==> config.mk <==
export PLATFORM = sky130hd
export DESIGN_NAME = mvv_csr
export DESIGN_NICKNAME = d
export VERILOG_FILES = /design/src/hdl/mvv_pkg.sv /design/src/hdl/mvv_csr.sv
export SDC_FILE = /design/constraint.sdc
export NUM_CORES = 1
export LEC_CHECK = 0
export ABC_AREA = 0
export BUFFER_PORTS_ARGS = -buffer_cell sky130_fd_sc_hd__buf_2
export CORE_MARGIN = 2
export CORE_UTILIZATION = 30
export CTS_BUF_LIST = sky130_fd_sc_hd__clkbuf_2 sky130_fd_sc_hd__clkbuf_4 sky130_fd_sc_hd__clkbuf_8
export CTS_CLUSTER_SIZE = 12
export DETAILED_ROUTE_END_ITERATION = 8
export HOLD_SLACK_MARGIN = 0.1
export PLACE_DENSITY_LB_ADDON = 0.15
export SLEW_MARGIN = 10
export SYNTH_ARGS = -nofsm -noshare
export SYNTH_HDL_FRONTEND = slang
export SYNTH_SLANG_ARGS = --single-unit
export TNS_END_PERCENT = 50
==> constraint.sdc <==
create_clock -name clock -period 1.5 [get_ports clock]
set_input_delay 0.075 -clock clock [delete_from_list [all_inputs] [get_ports clock]]
set_output_delay 0.075 -clock clock [all_outputs]
set_load 0.01 [all_outputs]
==> src/hdl/mvv_pkg.sv <==
package mvv_pkg;

   localparam int FRAC_BITS = 16;
   localparam int DW = 32;
   localparam int CW = 31;
   localparam int VW = 17;
   localparam int PW = 64;
   localparam int QW = 31;
   localparam int AW = 4;
   localparam int XW = CW + FRAC_BITS;

   typedef enum logic [1:0] {
      KIND_FIRST  = 2'd0,
      KIND_SECOND = 2'd1,
      KIND_CONC   = 2'd2
   } kind_type;

   typedef enum logic [1:0] {
      REG_STEP_TIME  = 2'd0,
      REG_HALF_FORCE = 2'd1,
      REG_VERLET     = 2'd2
   } reg_type;

   typedef struct packed {
      logic [1:0]            kind;
      logic                  in_group;
      logic [CW-1:0]         mass;
      logic [2:0][DW-1:0]    pos;
      logic [2:0][DW-1:0]    vel;
      logic [2:0][DW-1:0]    frc;
   } item_type;

   typedef struct packed {
      logic [CW-1:0] step_time;
      logic [CW-1:0] half_force_scale;
      logic [VW-1:0] verlet_factor;
   } cfg_type;

   function automatic logic signed [DW-1:0] sat32(input logic signed [PW-1:0] x);
      logic signed [PW-1:0] hi;
      logic signed [PW-1:0] lo;
      hi = 64'sd2147483647;
      lo = -64'sd2147483648;
      if (x > hi) begin
         sat32 = hi[DW-1:0];
      end else if (x < lo) begin
         sat32 = lo[DW-1:0];
      end else begin
         sat32 = x[DW-1:0];
      end
   endfunction

   function automatic logic signed [PW-1:0] smul(input logic [CW-1:0] a,
                                                 input logic [DW-1:0] b);
      logic signed [PW-1:0] ae;
      logic signed [PW-1:0] be;
      ae = PW'($signed({1'b0, a}));
      be = PW'($signed(b));
      smul = ae * be;
   endfunction

   function automatic logic signed [DW-1:0] add_shift(input logic [DW-1:0] v,
                                                      input logic signed [PW-1:0] p,
                                                      input int unsigned sh);
      logic signed [PW-1:0] ve;
      ve = PW'($signed(v));
      add_shift = sat32(ve + (p >>> sh));
   endfunction

endpackage

==> src/hdl/mvv_csr.sv <==
module mvv_csr import mvv_pkg::*; (
   input  logic           clock,
   input  logic           reset,
   input  logic           psel,
   input  logic           penable,
   input  logic           pwrite,
   input  logic [AW-1:0]  paddr,
   input  logic [31:0]    pwdata,
   output logic [31:0]    prdata,
   output logic           pready,
   output cfg_type        cfg
);

   cfg_type cfg_ff, cfg_in;
   logic    wr;
   reg_type idx;

   assign idx    = reg_type'(paddr[3:2]);
   assign wr     = psel & penable & pwrite;
   assign pready = 1'b1;
   assign cfg    = cfg_ff;

   always_comb begin
      cfg_in = cfg_ff;
      if (wr) begin
         unique case (idx)
            REG_STEP_TIME:  cfg_in.step_time        = pwdata[CW-1:0];
            REG_HALF_FORCE: cfg_in.half_force_scale = pwdata[CW-1:0];
            REG_VERLET:     cfg_in.verlet_factor    = pwdata[VW-1:0];
            default: ;
         endcase
      end
   end

   always_comb begin
      unique case (idx)
         REG_STEP_TIME:  prdata = {1'b0, cfg_ff.step_time};
         REG_HALF_FORCE: prdata = {1'b0, cfg_ff.half_force_scale};
         REG_VERLET:     prdata = {{(32-VW){1'b0}}, cfg_ff.verlet_factor};
         default:        prdata = 32'd0;
      endcase
   end

   always_ff @(posedge clock) begin
      if (reset) begin
         cfg_ff.step_time        <= CW'(328);
         cfg_ff.half_force_scale <= CW'(164);
         cfg_ff.verlet_factor    <= VW'(32768);
      end else begin
         cfg_ff <= cfg_in;
      end
   end

endmodule

Word-level counts from Yosys, hierarchy flattened. Index checks and enable logic that the tools add are counted.

Bits in registers: 79. Output and inout port bits: 112. Word-level logic and storage cells: 12.

Equal/unequal tests: 2. Mux-type cells: 1. Bitwise operators: 2. Reduce and logical (&&, ||, !) cells: 4.

Operator list (count): 31-bit one-hot mux with 3 select lines (1); 2-bit AND reduction (3); 1-bit AND (2); 2-bit by 1-bit == test with 1-bit output, second input constant (1); 2-bit == test, second input constant (1); 2-bit logical NOT (1).

Longest topological paths before layout. Gate-level depths: netlist (run 1).

Word-level depth: 3. Mapped depth: 7. Mapped depth without buffers: 3.

Least setup slack after synthesis (run 1). OpenSTA, ideal clock, no wires.

Path kind: input -> register. Start point: in paddr[3]. End point: reg cfg_ff (netlist bit cfg[10]). Data arrival time: 1033 ps. Slack: 396 ps. Cell stages on the path: 7. Buffers on the path: 4. Cells stage by stage: buf_4 > nor2b_4 > buf_6 > nand4_1 > buf_4 > buf_6 > mux2i_1.

Longest elaborated chain between the ends: 2.

RTL lines: start, declared (line mvv_csr.sv:7) `input logic [AW-1:0] paddr,`; 2-bit == test (line mvv_csr.sv:26) `unique case (idx)`; 2-bit AND reduction (no source line); end signal, assigned (line mvv_csr.sv:50) `cfg_ff <= cfg_in;`; end, declared (line mvv_csr.sv:14) `cfg_type cfg_ff, cfg_in;`.

No other way between the ends. A chain may end at the register's enable or synchronous reset.

Worst setup path after layout (run 1).
Start point: reg cfg_ff (netlist bit cfg[56]). End point: out prdata[8].

Longest elaborated chain between the ends: 1.

RTL lines: 31-bit one-hot mux with 3 select lines (line mvv_csr.sv:36) `unique case (idx)`; end, declared (line mvv_csr.sv:9) `output logic [31:0] prdata,`.

No other way between the ends.

==> impl_metrics.tcl, run 1 <==
set metrics [dict create \
    avgRoutedWirePerCell_microns 14.2 \
    antenna_left 0 \
    die_w_microns 117 \
    num_rows 41 \
    leakagePower_nw 2.62 \
    vdd_drop_max_v 0.000449 \
    cts-root-buf "clkbuf_8" \
    clk_latency_ns 0.36 \
    rsz0062_at_grt "no" \
    status "finished, final reports clean" \
    drt_iter0_markers 125 \
    drt_pre_antenna_iters 4 \
    path_max_fanout 3 \
    grt_util_met3_pct 3.99 \
    finalHoldViolCount 0 \
    crit_path_start_kind "flip-flop" \
    fmax_ghz 0.807 \
    grt_util_met1_pct 20.2 \
    nFillCells 1261 \
    rr_worst_depth 2 \
    yosysSeqAreaShare_pct 41.0 \
    hold_buffers 31 \
    grtUsageTotal_pct 15.2 \
    cts.sinks 79 \
    layout-drive-gt1-share_pct 32.1 \
    hold_path_class "in -> reg" \
    grt_first_pass_wirelength_mm 16.7 \
    final_nets 609 \
    initial_core_util_pct 30.7 \
    period_needed_ns 1.24 \
    grt_use_met2_pct 23.5 \
    multi_input_area_sq_um 2080 \
    cp.required_ns 1.42 \
    cts_resized 0 \
    core_sq_um 12600 \
    finalSetupTns_ns 0 \
    vias 3274 \
    timing.max_cap.violations 0 \
    antenna_cells 0 \
    grt_overflow 0 \
    dieArea_sq_um 13800 \
    path_clk_slew_ns 0.08 \
    drv_slew 0 \
    yosysUniqueCellTypes 19 \
    dp_cells 698 \
    total_power_mw 4.31 \
    powerDensity_nw_per_um2 816 \
    syn-mean-instance-area_sq_um 9.72 \
    synth_top_cell_by_area "dfxtp_1" \
    largest_reg_flops 79 \
    critPathKind "reg -> out" \
    syn_to_final_growth_pct 36.9 \
    finClkSkew_ns 0 \
    grt_start_max_net_pins 118 \
    htreeDepth 3 \
    synth_fp_nets 438 \
    worst_slack_ns 0.261 \
    yosys-top-cells-area "dfxtp_1 41%, mux2i_1 29%, nand2b_1 17%" \
    dpl_worst_slack_ns 0.209 \
    yosys.area.top_type_share_pct 41.0 \
    grt_pass1_vias 3119 \
    post-route-period-util_pct 82.6 \
    io_buffer_count 147 \
    syn_inst 397 \
    ff_latch_area_sq_um 1580 \
    totalWireLength_mm 10.6 \
    busiest_layer "met2" \
    dp_hpwl_mm 7.19 \
    tritoncts "yes" \
    setup-violations-final 0 \
    arrival_ns 1.16 \
    hold_path_depth 4 \
    antenna_found_initial 0 \
    cts_setup_buffers 0 \
    cts_inserted_buffers 9 \
    cp-end-kind "output port" \
    gp_congestion 0.698 \
    die_height_microns 117 \
    drc 0 \
    synth_area_sq_um 3860 \
    cts_buffer_depth 2 \
    drt-vias-per-instance 4.39 \
    yosys_register_bits 79 \
    ios 153 \
    yosysWarnings 0 \
    instances_no_fill 745 \
]
worst paths after layout:
| check | to | slack, ns | start |
|---|---|---|---|
| setup / recovery | prdata[8] | 0.26 | cfg[56] |
| hold reg to reg | cfg[42] | 0.49 | cfg[42] |
| setup reg to reg | cfg[18] | 0.86 | cfg[18] |
| hold / removal | cfg[8] | 0.18 | penable |
cells in the mapped netlist:
master / number
mux2i_1: 110
nand2b_1: 103
dfxtp_1: 79
nor2_1: 28
nand2_1: 17
o21ai_0: 17
clkbuf_1: 16
buf_4: 9
buf_2: 5
buf_6: 3
conb_1: 2
buf_12: 1
nand3_2: 1
nand4_1: 1
nor2b_4: 1
nor3_2: 1
nor3b_1: 1
or3_2: 1
or3b_1: 1
cell usage in the layout, fill, tap and decap left out, types with 2 or more instances in the layout:
master / count
nor2_1: 28
buf_2: 147
buf_4: 14
clkinv_2: 2
buf_12: 2
clkbuf_8: 12
conb_1: 2
nand2b_1: 103
dfxtp_1: 79
mux2i_1: 110
o21ai_0: 17
nand2_1: 17
dlygate4sd3_1: 31
power breakdown:
group	total [mW]	switching, mW	leakage (nW)	internal (mW)
clock	1.68	0.764	0.113	0.919
combinational	0.480	0.233	1.87	0.247
sequential	2.14	0.0219	0.638	2.12
total	4.31	1.02	2.62	3.29
worst max-delay path: stages (launching register included):
cell and delay [ns]:
dfxtp_1 0.38, mux2i_1 0.08, o21ai_0 0.18, buf_2 0.16
routing by layer:
layer  part of all wire, %  up-vias
met4                   1.8        0
met2                    44      107
met5                     0        -
met1                    48     1506
met3                   5.8       12
li1                      -     1649
cell type report:
type | count | share of cell area (%)
Tap cell | 172 | 4.07
Sequential cell | 79 | 29.9
Clock inverter | 3 | 0.758
Timing Repair Buffer | 194 | 22.5
Multi-Input combinational cell | 284 | 39.4
Clock buffer | 13 | 3.27
logic make-up (layout without fill, tap and decap cells):
logic type,Yosys count,count (layout),share of synthesized area [%]
compound gates,17,17,2.20
simple gates,155,155,22.7
mux,110,110,28.5
other cells,2,2,0.195
flops,79,79,41.0
buf+inv,34,210,5.35
through the flow:
step	hold slack [ns]	util, %	instance area (sq um)
5_1_grt	0.182	42.0	5280
3_5_place_dp	0.361	37.9	4760
6_report	0.183	42.0	5280
4_1_cts	0.160	42.0	5280
3_3_place_gp	0.350	37.9	4760
2_1_floorplan	0.236	-	3860
No activity file was read; power rests on OpenSTA's default activity.
==> run 2, diff against run 1 <==
Settings changed: ABC_AREA 0 to 1.
Clock period 1.5 ns to 1.3 ns, I/O delays scaled along.
==> run 2 against run 1 <==
- worst setup slack lost 0.17 ns
- wire length grew 9.0%
- final cell count grew 21%
- critical path depth grew 5
- critical endpoint is now cfg[24]
- highest routed layer unchanged
==> impl_metrics.tcl, run 2 <==
set metrics [dict create \
    top_layer "met4" \
    tritoncts "yes" \
    antenna_left 0 \
    die_height_microns 116 \
    crit_path_start_kind "input port" \
    final_nets 769 \
    synth_top_cell_by_area "dfxtp_1" \
    finalHoldViolCount 0 \
    yosysWarnings 0 \
    synth_fp_nets 602 \
    instances_no_fill 900 \
    drt-vias-per-instance 4.49 \
    dp_cells 852 \
    ios 153 \
    hold_buffers 33 \
    period_needed_ns 1.21 \
    synth-main-ff-cell "dfxtp_1" \
    fmax_ghz 0.828 \
    avgRoutedWirePerCell_microns 12.8 \
    arrival_ns 1.45 \
    drc 0 \
    dieArea_sq_um 13500 \
    rsz0062_at_grt "no" \
    yosysUniqueCellTypes 18 \
    path_max_fanout 50 \
    syn_to_final_growth_pct 38.0 \
    cts_setup_buffers 0 \
    cts.sinks 79 \
    die_w_microns 116 \
    powerDensity_nw_per_um2 984 \
    m1WireLength_mm 5.48 \
    status "finished, final reports clean" \
    syn_inst 561 \
    yosysSeqAreaShare_pct 42.0 \
    finalSetupTns_ns 0 \
    drv_slew 0 \
    timing.max_cap.violations 0 \
    finClkSkew_ns 0 \
    grt_overflow 0 \
    cp.required_ns 1.54 \
    drt_iter0_markers 193 \
    gp_congestion 0.746 \
    setup-violations-final 0 \
    cts-root-buf "clkbuf_8" \
    antenna_cells 0 \
    synth.most_common_cell "nor2_1" \
    htreeDepth 3 \
    vdd_drop_max_v 0.000345 \
    io_buffer_count 147 \
    cts_inserted_buffers 9 \
    yosys.area.top_type_share_pct 42.0 \
    yosys-top-cells-area "dfxtp_1 42%, nor2_1 14%, nand2_1 14%" \
    synth_area_sq_um 3770 \
    initial_core_util_pct 31.1 \
    cts_resized 0 \
    largest_reg_flops 79 \
    path_clk_slew_ns 0.08 \
    layout_commonest_cell "buf_2" \
    yosys_register_bits 79 \
    antenna_found_initial 0 \
    route.met2.wl_mm 5.39 \
    grt_pass1_vias 3590 \
    leakagePower_nw 2.62 \
    clk_latency_ns 0.34 \
    syn-mean-instance-area_sq_um 6.72 \
    layout-drive-gt1-share_pct 26.0 \
    drt_pre_antenna_iters 4 \
    vias 4045 \
    synthTopCellsByCount "145 x nor2_1, 141 x nand2_1, 96 x nand3_1" \
    post-route-period-util_pct 92.9 \
    critPathKind "in -> reg" \
    cp-end-kind "flip-flop" \
    hold_ws_ns 0.116 \
    dp_hpwl_mm 7.55 \
    totalWireLength_mm 11.5 \
    core_sq_um 12100 \
    grt_start_max_net_pins 51 \
    synth-edff-count 0 \
    grtUsageTotal_pct 16.7 \
    wl_met3_microns 599 \
    cts_buffer_depth 2 \
    num_rows 40 \
    hold_path_class "in -> reg" \
    final_cell_mix "147 x buf_2, 144 x nor2_1, 141 x nand2_1" \
    grt_first_pass_wirelength_mm 17.7 \
    async_flop_share_pct 0 \
]
[run 2: critical path, stage by stage]
cell and delay, ns:
buf_2 0.12, inv_1 0.07, nor2_4 0.13, buf_12 0.24
nand2_1 0.12, nand2_1 0.08, nand3_1 0.06, dlygate4sd3_1 0.56
[run 2: cells by family (layout without fill, tap and decap cells)]
| family | count (synthesis) | count (layout) | share of synthesized area [%] |
|---|---|---|---|
| flip-flops | 79 | 79 | 42.0 |
| buffers and inverters | 75 | 246 | 10.9 |
| other | 2 | 2 | 0.199 |
| AO/OA/AOI/OAI | 15 | 15 | 3.39 |
| AND/OR/NAND/NOR | 390 | 390 | 43.5 |
[run 2: area by class of cell]
cell class / instances / area, sq um
timing repair buffer: 196 / 1290
clock buffer: 12 / 159
sequential: 79 / 1580
multi-input combinational: 407 / 1790
inverter: 35 / 131
tap: 168 / 210
clock inverter: 3 / 42.5
fill: 1368 / 6910
[run 2: power breakdown]
part / total (mW) / switching, mW / leakage (nW) / internal, mW
clock: 1.89 / 0.892 / 0.102 / 1.00
sequential: 2.51 / 0.0414 / 0.640 / 2.47
combinational: 0.706 / 0.405 / 1.88 / 0.301
[run 2: per-layer routing]
metal | vias to the layer above | global-route usage (%)
li1 | 2081 | -
met1 | 1847 | 21.4
met2 | 111 | 29.0
met3 | 6 | 3.29
met4 | 0 | 4.29
met5 | - | 0
[run 2: worst paths after layout]
kind	endpoint	slack, ns	from	cells past startpoint
worst max-delay path	cfg[24]	0.09	pwrite	8
worst min-delay path	cfg[53]	0.12	reset	4
worst max register to register	cfg[15]	0.13	cfg[15]	3
worst min register to register	cfg[56]	0.48	cfg[56]	2
[run 2: metrics by stage]
step                      area (sq um)  setup WS (ns)  total power, mW  utilization [%]
after floorplan                   3770          0.504             2.96                -
after global placement            4670          0.224             3.20             38.5
after detailed placement          4670          0.237             3.21             38.5
after CTS                         5200          0.100             5.20             42.9
after global routing              5200        0.00650             5.35             42.9
final                             5200         0.0927             5.11             42.9
==> run 3, diff against run 2 <==
Settings changed: PLACE_DENSITY from default to 0.64, PLACE_DENSITY_LB_ADDON 0.15 to default.
==> run 3 against run 2 <==
- non-clock buffer count shrank 2
- sequential share of layout area increased by 0.088 points
- worst setup slack better by 0.085 ns
- total power grew 4.0%
- highest routed layer unchanged
==> impl_metrics.tcl, run 3 (synthesized netlist as in run 2, its figures left out) <==
set metrics [dict create \
    netSwitchingFraction_pct 24.8 \
    cts-root-buf "clkbuf_8" \
    drt-vias-per-instance 4.39 \
    die_w_microns 116 \
    pwr-share-clk_pct 39.7 \
    cts_inserted_buffers 9 \
    dp_cells 852 \
    grt_start_max_net_pins 80 \
    drt_iter0_markers 287 \
    crit_path_start_kind "flip-flop" \
    path_clk_slew_ns 0.08 \
    layout-drive-gt1-share_pct 26.1 \
    post-route-period-util_pct 86.3 \
    finalSetupTns_ns 0 \
    setup-violations-final 0 \
    tritoncts "yes" \
    dp_hpwl_mm 7.09 \
    finClkSkew_ns 0 \
    critPathKind "reg -> out" \
    r2r_setup_slack_ns 0.68 \
    dpl_worst_slack_ns 0.224 \
    p_comb_share_pct 13.0 \
    arrival_ns 1.06 \
    cts_buffer_depth 2 \
    vdd_drop_max_v 0.000383 \
    busiest_layer "met2" \
    rsz0062_at_grt "no" \
    finalHoldViolCount 0 \
    r2r_start "cfg[5]" \
    final_cell_mix "147 x buf_2, 144 x nor2_1, 141 x nand2_1" \
    instances_no_fill 899 \
    num_rows 40 \
    gp_congestion 0.730 \
    powerDensity_nw_per_um2 1030 \
    reg2reg_to "cfg[5]" \
    multi_input_area_sq_um 1790 \
    timing.max_cap.violations 0 \
    clk_latency_ns 0.34 \
    layout_commonest_cell "buf_2" \
    hold_ws_ns 0.138 \
    fmax_ghz 0.891 \
    design_area_sq_um 5180 \
    vias 3948 \
    drc 0 \
    core_sq_um 12100 \
    path_max_fanout 3 \
    total_power_mw 5.32 \
    antenna_cells 0 \
    period_needed_ns 1.12 \
    nFillCells 1320 \
    grt_util_met1_pct 21.6 \
    cts_resized 0 \
    power_frac_seq_pct 47.3 \
    cts.sinks 79 \
    antenna_found_initial 0 \
    cp-end-kind "output port" \
    grt_use_met2_pct 27.6 \
    die_height_microns 116 \
    drt_pre_antenna_iters 4 \
    drv_slew 0 \
    grt_overflow 0 \
    holdPathEnd "cfg[15]" \
    dieArea_sq_um 13500 \
    totalWireLength_mm 10.9 \
    leakagePower_nw 2.63 \
    hp-start "penable" \
    io_buffer_count 147 \
    p_switching_mw 1.32 \
    initial_core_util_pct 31.1 \
    grt_util_met3_pct 3.56 \
    cp.required_ns 1.24 \
    hold_path_class "in -> reg" \
    ios 153 \
    largest_reg_flops 79 \
    hold_path_depth 4 \
    htreeDepth 3 \
    rr_worst_depth 2 \
    avgRoutedWirePerCell_microns 12.2 \
    worst_slack_ns 0.178 \
    internal_power_mw 4.00 \
    grt_first_pass_wirelength_mm 17.6 \
    antenna_left 0 \
    syn_to_final_growth_pct 37.6 \
    grt_pass1_vias 3507 \
    status "finished, final reports clean" \
    place_area_sq_um 4640 \
    ff_latch_area_sq_um 1580 \
    grtUsageTotal_pct 16.5 \
    finish.utilization_pct 42.8 \
    final_nets 767 \
]
[run 3: cell types whose count changed in the layout (fill, tap and decap cells not counted), sizes merged]
cell	change
clkbuf	+1
bufinv	+1
clkinvlp	-1
dlygate4sd3	-2
[run 3: layout make-up]
cell class              instances  area share, %
clock buffers                  13           3.21
flip-flops and latches         79           30.5
inverters                      35           2.53
well taps                     168           4.06
repair buffers                194           23.9
clock inverters                 3           1.26
multi-input cells             407           34.5
[run 3: worst max path at each step]
stage,startpoint,to,slack [ns],depth (start not counted)
CTS,cfg[68],prdata[20],0.16,2
detailed placement,paddr[2],cfg[19],0.22,7
global placement,paddr[2],cfg[19],0.26,7
floorplan,psel,cfg[38],0.50,7
finish,cfg[71],prdata[23],0.18,2
global route,cfg[68],prdata[20],0.12,2
[run 3: critical path, stage by stage (launching register included)]
cell and delay, ns:
dfxtp_1 0.35, a22o_1 0.24, buf_2 0.14
[run 3: layer usage]
metal,share of wire (%),vias to the layer above
met5,0,-
met4,1.4,0
met3,5.0,10
met2,46,111
met1,48,1755
li1,-,2072
[run 3: power by group through the flow]
stage	sequential, mW	clock [mW]	combinational [mW]
6_report	2.51	2.11	0.694
5_1_grt	2.52	2.31	0.777
4_1_cts	2.51	2.19	0.701
3_5_place_dp	2.57	0	0.629
3_3_place_gp	2.57	0	0.624
2_1_floorplan	2.59	0	0.368
[run 3: what timing repair did]
action,in CTS,in global routing
hold buffers,31,0
hold endpoints to repair,79,0
buffers inserted,0,0
